<file path="src/apfd_pkg.sv">
// Package for the apogee flight phase detector.
// Holds phase codes, register indexes, reset values and fixed field widths.
// No dependencies.
`default_nettype none

package apfd_pkg;

  // Default widths of altitude samples and of the sample counters
  localparam int ALT_WIDTH_DEF   = 24;
  localparam int COUNT_WIDTH_DEF = 8;

  // Fixed widths of the sample-count registers and of the register index
  localparam int SAMPLES_WIDTH   = 8;
  localparam int CFG_INDEX_WIDTH = 3;
  localparam int PHASE_WIDTH     = 3;

  // Flight phase codes
  typedef enum logic [PHASE_WIDTH-1:0] {
    PH_PAD     = 3'd0,
    PH_ASCENT  = 3'd1,
    PH_APOGEE  = 3'd2,
    PH_RELEASE = 3'd3,
    PH_LANDED  = 3'd4
  } phase_t;

  // Configuration register indexes
  localparam logic [CFG_INDEX_WIDTH-1:0] REG_TAKEOFF_HEIGHT  = 3'd0;
  localparam logic [CFG_INDEX_WIDTH-1:0] REG_TAKEOFF_SAMPLES = 3'd1;
  localparam logic [CFG_INDEX_WIDTH-1:0] REG_DESCENT_DROP    = 3'd2;
  localparam logic [CFG_INDEX_WIDTH-1:0] REG_DESCENT_SAMPLES = 3'd3;
  localparam logic [CFG_INDEX_WIDTH-1:0] REG_MIN_APOGEE      = 3'd4;
  localparam logic [CFG_INDEX_WIDTH-1:0] REG_LANDING_HEIGHT  = 3'd5;

  // Register reset values
  localparam int RST_TAKEOFF_HEIGHT  = 200;
  localparam int RST_TAKEOFF_SAMPLES = 3;
  localparam int RST_DESCENT_DROP    = 100;
  localparam int RST_DESCENT_SAMPLES = 2;
  localparam int RST_MIN_APOGEE      = 400;
  localparam int RST_LANDING_HEIGHT  = 1000;

endpackage

`default_nettype wire

</file>
<file path="src/apfd_if.sv">
// Valid/ready channel interfaces of the apogee flight phase detector.
// Depends on apfd_pkg for the phase field width and the default altitude width.
`default_nettype none

// Altitude sample channel
interface apfd_in_if #(
  parameter int ALT_WIDTH = apfd_pkg::ALT_WIDTH_DEF
);
  logic                        valid;
  logic                        ready;
  logic signed [ALT_WIDTH-1:0] altitude_cm;

  modport source (output valid, output altitude_cm, input ready);
  modport sink   (input valid, input altitude_cm, output ready);
endinterface

// Phase result channel
interface apfd_out_if #(
  parameter int ALT_WIDTH = apfd_pkg::ALT_WIDTH_DEF
);
  logic                                 valid;
  logic                                 ready;
  logic [apfd_pkg::PHASE_WIDTH-1:0]     phase;
  logic                                 deploy;
  logic                                 landed_flag;
  logic signed [ALT_WIDTH-1:0]          peak_altitude_cm;

  modport source (output valid, output phase, output deploy, output landed_flag,
                  output peak_altitude_cm, input ready);
  modport sink   (input valid, input phase, input deploy, input landed_flag,
                  input peak_altitude_cm, output ready);
endinterface

`default_nettype wire

</file>
<file path="src/apogee_flight_phase_detector_unit.sv">
// Apogee flight phase detector: peak tracking and pad/ascent/apogee/release/landed
// sequencing of an altitude sample stream. Depends on apfd_pkg and apfd_if.
//
// Pipeline: an accepted sample passes the input register, then the state update and
// result register, to its result on out_ch. Throughput: one sample per cycle while
// out_ch is not stalling; the phase state and peak update between the two registers.
// Reset (rst, synchronous): phase pad, peak 0, counters and flags cleared,
// configuration registers back to their defaults, both pipeline stages empty.
`default_nettype none

module apogee_flight_phase_detector_unit #(
  parameter int ALT_WIDTH   = apfd_pkg::ALT_WIDTH_DEF,
  parameter int COUNT_WIDTH = apfd_pkg::COUNT_WIDTH_DEF
) (
  input  wire logic                                 clk,
  input  wire logic                                 rst,
  input  wire logic                                 cfg_we,
  input  wire logic [apfd_pkg::CFG_INDEX_WIDTH-1:0] cfg_index,
  input  wire logic [ALT_WIDTH-2:0]                 cfg_data,
  apfd_in_if.sink                                   in_ch,
  apfd_out_if.source                                out_ch
);

  import apfd_pkg::*;

  localparam int THR_WIDTH = ALT_WIDTH - 1;
  localparam int CMP_WIDTH = (COUNT_WIDTH > SAMPLES_WIDTH) ? COUNT_WIDTH : SAMPLES_WIDTH;
  localparam logic [COUNT_WIDTH-1:0] CNT_MAX = {COUNT_WIDTH{1'b1}};

  // Configuration registers
  logic [THR_WIDTH-1:0]     takeoff_height;
  logic [SAMPLES_WIDTH-1:0] takeoff_samples;
  logic [THR_WIDTH-1:0]     descent_drop;
  logic [SAMPLES_WIDTH-1:0] descent_samples;
  logic [THR_WIDTH-1:0]     min_apogee;
  logic [THR_WIDTH-1:0]     landing_height;

  // Flight state
  phase_t                      phase_reg;
  logic signed [ALT_WIDTH-1:0] peak_reg;
  logic [COUNT_WIDTH-1:0]      launch_count;
  logic [COUNT_WIDTH-1:0]      descent_count;
  logic                        deploy_reg;
  logic                        landed_reg;

  // Input stage
  logic                        in_valid_q;
  logic signed [ALT_WIDTH-1:0] alt_q;

  // Output stage
  logic out_valid;
  logic advance;
  logic fire;

  // Next-state values
  phase_t                      phase_next;
  logic signed [ALT_WIDTH-1:0] peak_next;
  logic [COUNT_WIDTH-1:0]      launch_count_next;
  logic [COUNT_WIDTH-1:0]      descent_count_next;
  logic                        deploy_next;
  logic                        landed_next;

  // Datapath compares
  logic signed [ALT_WIDTH-1:0] peak_max;
  logic signed [ALT_WIDTH:0]   drop_diff;
  logic                        above_takeoff;
  logic                        descending;
  logic                        above_min_apogee;
  logic                        below_landing;
  logic [COUNT_WIDTH-1:0]      launch_bump;
  logic [COUNT_WIDTH-1:0]      descent_bump;

  // Handshake: the compute stage fires when the result register is free
  assign advance     = !out_valid || out_ch.ready;
  assign fire        = in_valid_q && advance;
  assign in_ch.ready = !in_valid_q || advance;
  assign out_ch.valid = out_valid;

  // Configuration writes; indexes beyond the list are dropped
  always_ff @(posedge clk) begin
    if (rst) begin
      takeoff_height  <= THR_WIDTH'(RST_TAKEOFF_HEIGHT);
      takeoff_samples <= SAMPLES_WIDTH'(RST_TAKEOFF_SAMPLES);
      descent_drop    <= THR_WIDTH'(RST_DESCENT_DROP);
      descent_samples <= SAMPLES_WIDTH'(RST_DESCENT_SAMPLES);
      min_apogee      <= THR_WIDTH'(RST_MIN_APOGEE);
      landing_height  <= THR_WIDTH'(RST_LANDING_HEIGHT);
    end else if (cfg_we) begin
      case (cfg_index)
        REG_TAKEOFF_HEIGHT:  takeoff_height  <= cfg_data;
        REG_TAKEOFF_SAMPLES: takeoff_samples <= cfg_data[SAMPLES_WIDTH-1:0];
        REG_DESCENT_DROP:    descent_drop    <= cfg_data;
        REG_DESCENT_SAMPLES: descent_samples <= cfg_data[SAMPLES_WIDTH-1:0];
        REG_MIN_APOGEE:      min_apogee      <= cfg_data;
        REG_LANDING_HEIGHT:  landing_height  <= cfg_data;
        default: ;
      endcase
    end
  end

  // Compare the sample against peak and thresholds
  always_comb begin
    peak_max         = (alt_q > peak_reg) ? alt_q : peak_reg;
    drop_diff        = {peak_max[ALT_WIDTH-1], peak_max} - {alt_q[ALT_WIDTH-1], alt_q};
    above_takeoff    = alt_q > $signed({1'b0, takeoff_height});
    descending       = drop_diff >= $signed({2'b00, descent_drop});
    above_min_apogee = peak_max > $signed({1'b0, min_apogee});
    below_landing    = alt_q < $signed({1'b0, landing_height});
    launch_bump      = (launch_count == CNT_MAX) ? CNT_MAX : launch_count + 1'b1;
    descent_bump     = (descent_count == CNT_MAX) ? CNT_MAX : descent_count + 1'b1;
  end

  // Phase sequencing for one sample
  always_comb begin
    phase_next         = phase_reg;
    peak_next          = peak_max;
    launch_count_next  = launch_count;
    descent_count_next = descent_count;
    deploy_next        = deploy_reg;
    landed_next        = landed_reg;
    case (phase_reg)
      PH_PAD: begin
        launch_count_next = above_takeoff ? launch_bump : '0;
        if (CMP_WIDTH'(launch_count_next) >= CMP_WIDTH'(takeoff_samples)) begin
          peak_next  = alt_q;
          phase_next = PH_ASCENT;
        end
      end
      PH_ASCENT: begin
        descent_count_next = descending ? descent_bump : '0;
        if ((CMP_WIDTH'(descent_count_next) >= CMP_WIDTH'(descent_samples)) &&
            above_min_apogee) begin
          phase_next = PH_APOGEE;
        end
      end
      PH_APOGEE: begin
        deploy_next = 1'b1;
        phase_next  = PH_RELEASE;
      end
      PH_RELEASE: begin
        if (below_landing) begin
          phase_next = PH_LANDED;
        end
      end
      PH_LANDED: begin
        landed_next = 1'b1;
      end
      default: begin
        phase_next = PH_PAD;
      end
    endcase
  end

  // Hold the flight state, advance on each fired sample
  always_ff @(posedge clk) begin
    if (rst) begin
      phase_reg     <= PH_PAD;
      peak_reg      <= '0;
      launch_count  <= '0;
      descent_count <= '0;
      deploy_reg    <= 1'b0;
      landed_reg    <= 1'b0;
    end else if (fire) begin
      phase_reg     <= phase_next;
      peak_reg      <= peak_next;
      launch_count  <= launch_count_next;
      descent_count <= descent_count_next;
      deploy_reg    <= deploy_next;
      landed_reg    <= landed_next;
    end
  end

  // Input register: take a sample whenever the stage is empty or moving on
  always_ff @(posedge clk) begin
    if (rst) begin
      in_valid_q <= 1'b0;
    end else if (in_ch.ready) begin
      in_valid_q <= in_ch.valid;
    end
  end

  always_ff @(posedge clk) begin
    if (in_ch.valid && in_ch.ready) begin
      alt_q <= in_ch.altitude_cm;
    end
  end

  // Result register: load on fire, drop once taken
  always_ff @(posedge clk) begin
    if (rst) begin
      out_valid <= 1'b0;
    end else if (fire) begin
      out_valid <= 1'b1;
    end else if (out_ch.ready) begin
      out_valid <= 1'b0;
    end
  end

  always_ff @(posedge clk) begin
    if (fire) begin
      out_ch.phase            <= phase_next;
      out_ch.deploy           <= deploy_next;
      out_ch.landed_flag      <= landed_next;
      out_ch.peak_altitude_cm <= peak_next;
    end
  end

  // Deploy is sticky
  a_deploy_sticky: assert property (@(posedge clk) disable iff (rst)
    deploy_reg |=> deploy_reg)
    else $error("deploy dropped after being set");

  // Landed flag only ever seen in landed phase
  a_landed_phase: assert property (@(posedge clk) disable iff (rst)
    landed_reg |-> (phase_reg == PH_LANDED))
    else $error("landed flag set outside landed phase");

  // Release and landed are only reached through the deploy step
  a_deploy_before_release: assert property (@(posedge clk) disable iff (rst)
    ((phase_reg == PH_RELEASE) || (phase_reg == PH_LANDED)) |-> deploy_reg)
    else $error("release or landed without deploy");

  // A fired sample always leaves a result behind
  a_fire_result: assert property (@(posedge clk) disable iff (rst)
    fire |=> out_valid)
    else $error("fired sample produced no result");

endmodule

`default_nettype wire

</file>
<file path="src/flat_wrapper.sv">
// flat-port wrapper written by rule: the top's interface ports become plain ports
module apogee_flight_phase_detector_unit_flat import apfd_pkg::*;
#(
  parameter int ALT_WIDTH   = apfd_pkg::ALT_WIDTH_DEF,
  parameter int COUNT_WIDTH = apfd_pkg::COUNT_WIDTH_DEF
)
  (clk, rst, cfg_we, cfg_index, cfg_data, in_ch_valid, in_ch_altitude_cm, in_ch_ready, out_ch_valid, out_ch_phase, out_ch_deploy, out_ch_landed_flag, out_ch_peak_altitude_cm, out_ch_ready);
  apfd_in_if #(.ALT_WIDTH(ALT_WIDTH)) in_ch_i ();
  apfd_out_if #(.ALT_WIDTH(ALT_WIDTH)) out_ch_i ();
  input  wire logic clk;
  input  wire logic rst;
  input  wire logic cfg_we;
  input  wire logic [apfd_pkg::CFG_INDEX_WIDTH-1:0] cfg_index;
  input  wire logic [ALT_WIDTH-2:0] cfg_data;
  input wire logic [$bits(in_ch_i.valid)-1:0] in_ch_valid;
  input wire logic [$bits(in_ch_i.altitude_cm)-1:0] in_ch_altitude_cm;
  output wire logic [$bits(in_ch_i.ready)-1:0] in_ch_ready;
  output wire logic [$bits(out_ch_i.valid)-1:0] out_ch_valid;
  output wire logic [$bits(out_ch_i.phase)-1:0] out_ch_phase;
  output wire logic [$bits(out_ch_i.deploy)-1:0] out_ch_deploy;
  output wire logic [$bits(out_ch_i.landed_flag)-1:0] out_ch_landed_flag;
  output wire logic [$bits(out_ch_i.peak_altitude_cm)-1:0] out_ch_peak_altitude_cm;
  input wire logic [$bits(out_ch_i.ready)-1:0] out_ch_ready;
  assign in_ch_i.valid = in_ch_valid;
  assign in_ch_i.altitude_cm = in_ch_altitude_cm;
  assign in_ch_ready = in_ch_i.ready;
  assign out_ch_valid = out_ch_i.valid;
  assign out_ch_phase = out_ch_i.phase;
  assign out_ch_deploy = out_ch_i.deploy;
  assign out_ch_landed_flag = out_ch_i.landed_flag;
  assign out_ch_peak_altitude_cm = out_ch_i.peak_altitude_cm;
  assign out_ch_i.ready = out_ch_ready;
  apogee_flight_phase_detector_unit #(.ALT_WIDTH(ALT_WIDTH), .COUNT_WIDTH(COUNT_WIDTH)) u_core (.clk(clk), .rst(rst), .cfg_we(cfg_we), .cfg_index(cfg_index), .cfg_data(cfg_data), .in_ch(in_ch_i), .out_ch(out_ch_i));
endmodule
</file>
<file path="config.mk">
export PLATFORM = sky130hd
export DESIGN_NAME = apogee_flight_phase_detector_unit_flat
export DESIGN_NICKNAME = d
export VERILOG_FILES = /design/src/apfd_pkg.sv /design/src/apfd_if.sv /design/src/apogee_flight_phase_detector_unit.sv /design/src/flat_wrapper.sv
export SDC_FILE = /design/constraint.sdc
export NUM_CORES = 1
export LEC_CHECK = 0
export BUFFER_PORTS_ARGS = -buffer_cell sky130_fd_sc_hd__buf_2
export CAP_MARGIN = 15
export CORE_MARGIN = 5
export CORE_UTILIZATION = 30
export DETAILED_ROUTE_END_ITERATION = 8
export MAX_ROUTING_LAYER = met4
export SLEW_MARGIN = 20
export SYNTH_ARGS = -nofsm -noshare
export SYNTH_HDL_FRONTEND = slang
export SYNTH_SLANG_ARGS = --single-unit
</file>
<file path="constraint.sdc">
create_clock -name clk -period 14.3 [get_ports clk]
set_clock_uncertainty 0.2 [all_clocks]
set_input_delay 2.86 -clock clk [delete_from_list [all_inputs] [get_ports clk]]
set_output_delay 2.86 -clock clk [all_outputs]
set_load 0.02 [all_outputs]
</file>
# ---- After elaboration in Yosys (flattened, before gate mapping)
# Cells that the tools add are included.
dict set report op_classes {
  addsub 3
  n_lt_le_gt_ge 7
  n_eq_ne 11
  mux 15
  n_reduce_logical 18
}
# cell n
set op_table {}
lappend op_table {{$gt A24 B24 Y1} 3}
lappend op_table {{$mux W24} 3}
lappend op_table {{$mux W8} 4}
lappend op_table {{$ge A25 B24 Y1} 1}
lappend op_table {{$sub A24 B24 Y25} 1}
lappend op_table {{$lt A24 B24 Y1} 1}
lappend op_table {{$add A8 B1 Y8 const B} 2}
lappend op_table {{$eq A8 B8 Y1 const B} 2}
lappend op_table {{$ge A8 B8 Y1} 2}
lappend op_table {{$reduce_and A2 Y1} 8}
lappend op_table {{$pmux W3 S5} 1}
lappend op_table {{$eq A3 B2 Y1 const B} 4}
lappend op_table {{$eq A3 B3 Y1 const B} 3}
lappend op_table {{$mux W3} 3}
lappend op_table {{$eq A3 B1 Y1 const B} 2}
lappend op_table {{$logic_not A3 Y1} 2}
lappend op_table {{$mux W1} 4}
lappend op_table {{$logic_and A1 B1 Y1} 3}
lappend op_table {{$logic_not A1 Y1} 2}
lappend op_table {{$logic_or A1 B1 Y1} 2}
lappend op_table {{$reduce_bool A2 Y1} 1}
dict set report totals {
  register_bits 208
  inputBits 55
  out_inout_bits 31
  wordCells 73
}

# ---- Logic depth before layout (Yosys ltp)
dict set report depth {
  word_depth 9
  depth_mapped 43
  ltp_nobuf 40
}

# ---- Worst setup path after synthesis
# OpenSTA, ideal clock, no wires.
dict set report synth_path {
  path_kind {register to register}
  start {register u_core.alt_q[1]}
  end {register u_core.out_ch.phase[0] (data pin)}
  setup_time_ns 0.158
  arrival_time_ns 7.206
  required_time_ns 13.942
  setup_slack_ns 6.736
  stages_incl_launch_ff 43
  path_buffers 3
  synth_period_minus_slack_ns 7.564
  cell_sequence {edfxtp_1 ha_1 nor2b_1 o21a_1 o21ai_0 a21oi_1 or3_1 a211oi_1 buf_4 buf_4 nor2_1 a21oi_1 inv_1 ha_1 nor2b_1 o31a_1 o21ai_0 a21boi_0 [7 not listed] o21bai_1 a21oi_1 a21oi_1 o221a_2 o31ai_1 a21boi_2 buf_6 nand2b_1 ha_1 nand2b_1 a21o_1 a21o_1 a21oi_1 o21ai_0 nand3_1 nand2_1 and3_1 o211ai_1}
}
dict set report synth_between {
  elab_chain_len 9
  elab_cells_between_ends 16
  cone_classes {add/sub (1); order compare (7); mux (7); reduce/logical (1)}
}
# element line
set synth_lines {}
lappend synth_lines {{start, declared} apogee_flight_phase_detector_unit.sv:48} ;# logic signed [ALT_WIDTH-1:0] alt_q;
lappend synth_lines {{start signal, assigned} apogee_flight_phase_detector_unit.sv:184} ;# alt_q <= in_ch.altitude_cm;
lappend synth_lines {{$gt A24 B24 Y1} apogee_flight_phase_detector_unit.sv:103} ;# peak_max = (alt_q > peak_reg) ? alt_q : peak_reg;
lappend synth_lines {{$mux W24} apogee_flight_phase_detector_unit.sv:103}
lappend synth_lines {{$sub A24 B24 Y25} apogee_flight_phase_detector_unit.sv:104} ;# drop_diff = {peak_max[ALT_WIDTH-1], peak_max} - {alt_q[ALT_WIDTH-1], alt_q};
lappend synth_lines {{$ge A25 B24 Y1} apogee_flight_phase_detector_unit.sv:106} ;# descending = drop_diff >= $signed({2'b00, descent_drop});
lappend synth_lines {{$mux W8} apogee_flight_phase_detector_unit.sv:130} ;# descent_count_next = descending ? descent_bump : '0;
lappend synth_lines {{$ge A8 B8 Y1} apogee_flight_phase_detector_unit.sv:131} ;# if ((CMP_WIDTH'(descent_count_next) >= CMP_WIDTH'(descent_samples)) &&
lappend synth_lines {{$logic_and A1 B1 Y1} apogee_flight_phase_detector_unit.sv:131}
lappend synth_lines {{$mux W3} apogee_flight_phase_detector_unit.sv:131}
lappend synth_lines {{$pmux W3 S5 (*)} apogee_flight_phase_detector_unit.sv:121} ;# case (phase_reg)
lappend synth_lines {{net u_core.phase_next[0]} apogee_flight_phase_detector_unit.sv:56} ;# phase_t phase_next;
lappend synth_lines {{end signal, assigned} apogee_flight_phase_detector_unit.sv:201} ;# out_ch.phase <= phase_next;
lappend synth_lines {{end, declared} apfd_if.sv:28} ;# modport source (output valid, output phase, output deploy, output landed_flag,
# The timed path passes the listed nets; every way through them passes the cells marked *.
# A chain may end at the register's enable or synchronous reset.

# ---- Worst setup path in the final report
# Same ends and word-level chain as after synthesis.

==> results.md <==
- Crit path buffers/inverters: 1
- Rows: 74
- Critical Path Stages: 37
- Min cycle time layout: 9.076 ns
- Min-Delay Path Class: reg2reg
- Sequential share of power: 0.379
- P_sw: 502.2 uW
- Worst Path Required: 14.46 ns
- Register Area: 4695 sq um
- Fraction of layout cells with a size suffix above 1: 0.09823
- Remaining Overflow, GRT: 0
- Die Area: 45,830 sq um
- Largest net degree at the start of global routing: 75
- FF-to-FF path depth: 37
- Cell family with the largest share of critical-path delay: compound AO/OA/AOI/OAI gates
- Htree depth: 1
- Post-route DRC: 0
- Pwr Total: 1708 uW
- Resize count post-CTS: 0
- Setup TNS: 0 ns
- CTS tree: done
- DR WL/cell: 16.78 um
- Combinational Power Share: 0.215
- Outcome: complete, no violations
- Hold Path Stages: 2
- R2R Setup Slk: 5.22 ns
- Clock tree buffer depth: 3
- Max incr delay on CP: 0.66 ns
- First-pass detailed-route iteration total: 8
- CP Launch Point: u_core.alt_q[1]
- Initial antenna violation count: 1
- Routed via count: 10,508
- Die X: 214.1 um
- Core footprint: 41,020 sq um
- # hold bufs at CTS: 0
- Post-CTS Setup Bufs: 0
- IO Pins: 86
- Worst Hold End: u_core.descent_drop[7]
- First-pass GRT wire length: 56,280 um
- Leak: 0.005956 uW
- Met3 usage: 0.02005
- Synth cell types: 68
- Hpwl dp: 27,090 um
- Mean Syn Cell Area: 8.370 sq um
- Starting Density: 0.3046
- Peak VDD IR: 0.07462 mV
- Register area share after synthesis: 0.3757
- Worst-margin pin slew: 1.122 ns
- Syn Nets: 1,706
- Routed WL: 35,420 um
- Synth Instances: 1,493
- Port bufs: 85
- Iteration-0 DRC Markers: 669
- Clock slew at reported path FFs: 0.06 ns
- RSZ-0062 raised after global routing: false
- Internal power: 1206 uW
- Area after DPL: 13,440 sq um
- FF-to-FF End: u_core.out_ch.phase[0]
- Kind of critical path: reg2reg
- Crit end category: register
- Final Util: 0.3496
- Slew Viols, Final: 0
- CP dominant cell by count: a21oi_1
- Yosys reg bits: 208
- Net Sw Frac: 0.2940
- Grt peak-use layer: met2
- CP max FO: 26
- Via density: 4.978
- Max Cap Viol: 0
- Async set-reset flop share out of synthesis: 0
- CTS Buf Count: 24
- Arrival time of the worst setup path: 9.23 ns
- Met1 Usage GRT: 0.2026
- Yosys warnings: 0
- Clk root buf: clkbuf_16
- Power Density: 119.1 nW/um^2
- RR Startpoint: u_core.alt_q[1]
- Fill cell count: 4,254
- # nets final: 1,773
- Clock Latency Late Sink: 0.54 ns
- Die Ht: 214.1 um
- ANT nets after route: 0
- Mapped cell area: 12,500 sq um
- Final Hold Violating Endpoints: 0
- Worst hold margin: 0.2537 ns
- Area delta synth->final: 14.75%
- Clk sinks: 208
- Global Route met2 Usage: 0.2517
- Type of origin of the critical path: register
- Final period util: 0.6347
- Clock power share: 0.407
- Total track usage: 0.1549
- Final setup viols: 0
- EDFF count, synth: 53
- Dominant synthesized flop cell: dfxtp_1
- Placer Congestion: 0.9212
- Multi-input gate area: 6947 sq um
- Hold Path Origin: u_core.descent_drop[7]
- Fin area: 14,340 sq um
- Peak Freq: 110.2 MHz
- Slew headroom: 0.2497
- Slowest cell on crit path: a21boi_2
- Number of global-route vias before repair: 10,437
## power groups by stage
stage	combinational, uW	clock [uW]	sequential, uW
2_1_floorplan	258	0	660
3_3_place_gp	357	0	659
3_5_place_dp	363	0	659
4_1_cts	366	711	647
5_1_grt	411	734	649
6_report	367	694	647
## cells by family (layout without fill, tap and decap cells)
| logic type | Yosys count | count (layout) | synth area share |
|---|---|---|---|
| and+or+nand+nor | 482 | 482 | 0.1741 |
| AOI/OAI and AO/OA | 379 | 379 | 0.1900 |
| buffers and inverters | 224 | 309 | 0.06959 |
| DFF | 208 | 208 | 0.3757 |
| adders and majority gates | 158 | 158 | 0.1588 |
| muxes | 23 | 23 | 0.01842 |
| xor gates and xnor gates | 19 | 19 | 0.01332 |
| other | 0 | 1 | 0 |
## synth_stat cells, types with 3 or more instances
cell type | n | area share
buf_4 | 5 | 0.0030
o21a_1 | 13 | 0.0078
a21o_1 | 26 | 0.016
a211oi_1 | 11 | 0.0066
a22o_1 | 31 | 0.022
nand3b_1 | 12 | 0.0072
clkbuf_1 | 37 | 0.011
inv_1 | 172 | 0.052
nor2_1 | 80 | 0.024
o21bai_1 | 6 | 0.0036
o211ai_1 | 4 | 0.0024
xnor2_1 | 17 | 0.012
ha_1 | 157 | 0.16
and2_1 | 8 | 0.0040
a211o_1 | 9 | 0.0063
nand2b_1 | 22 | 0.011
buf_1 | 6 | 0.0018
or2_2 | 4 | 0.0020
and3_1 | 13 | 0.0065
nand4_1 | 21 | 0.011
dfxtp_1 | 155 | 0.25
a21boi_0 | 3 | 0.0018
nand2_1 | 254 | 0.076
a2111oi_0 | 4 | 0.0028
nor3_1 | 16 | 0.0064
o21ai_1 | 3 | 0.0012
a31oi_1 | 10 | 0.0050
a21oi_1 | 189 | 0.076
o21ai_0 | 40 | 0.016
mux2i_1 | 23 | 0.018
nor3b_1 | 4 | 0.0024
nor2b_1 | 13 | 0.0065
or3_1 | 3 | 0.0015
nand3_1 | 22 | 0.0088
edfxtp_1 | 53 | 0.13
## worst max-delay path by stage
stage                              to  slack (ns)
6_report       u_core.out_ch.phase[0]        5.22
3_3_place_gp   u_core.out_ch.phase[0]        5.72
5_1_grt        u_core.out_ch.phase[0]        4.61
2_1_floorplan  u_core.out_ch.phase[0]        6.74
4_1_cts        u_core.out_ch.phase[0]        5.36
3_5_place_dp   u_core.out_ch.phase[0]        5.45
## worst min-delay path: cells and delay by family, from the launching register on
family	cells	cell delay (ns)
compound gates	1	0.05
simple gates	1	0.05
flops	1	0.31
## cell usage in the layout, fill, tap and decap left out, drive strengths merged, types with 5 or more instances in the layout
| cell | synthesis | layout |
|---|---|---|
| dfxtp | 155 | 155 |
| nand4 | 21 | 21 |
| a21oi | 189 | 189 |
| inv | 172 | 173 |
| a21o | 26 | 26 |
| nor2b | 13 | 13 |
| a31oi | 10 | 10 |
| bufinv | 0 | 5 |
| and2 | 8 | 8 |
| o21ai | 45 | 45 |
| a211oi | 12 | 12 |
| nor2 | 82 | 82 |
| clkinv | 1 | 7 |
| o21a | 13 | 13 |
| nor3 | 17 | 17 |
| o21bai | 6 | 6 |
| nand3b | 12 | 12 |
| mux2i | 23 | 23 |
| edfxtp | 53 | 53 |
| buf | 14 | 92 |
| ha | 157 | 157 |
| nand3 | 22 | 22 |
| and3 | 13 | 13 |
| xnor2 | 17 | 17 |
| nand2b | 22 | 22 |
| a22o | 31 | 31 |
| clkbuf | 37 | 30 |
| a211o | 9 | 9 |
| nand2 | 254 | 254 |
## final cells by class
type	count	area share
clock buffer	30	0.04782
timing repair buffer	92	0.03351
inverter	173	0.04529
sequential	208	0.3274
tap	532	0.04642
clock inverter	14	0.01492
multi-input combinational	1061	0.4845
antenna	1	0.0001745
## metrics by stage
step                      setup slack, ns  std cells
after detailed placement            5.447       2066
final                               5.224       2111
after CTS                           5.357       2110
after floorplan                     6.736       1493
after global routing                4.609       2111
after global placement              5.723       2066
## per-layer routing
layer / vias up / wire, um
met5: - / 0
met2: 251 / 16140
li1: 5291 / -
met3: 65 / 1619
met1: 4901 / 16580
met4: 0 / 1079
Power figures use the tool's default switching activity.
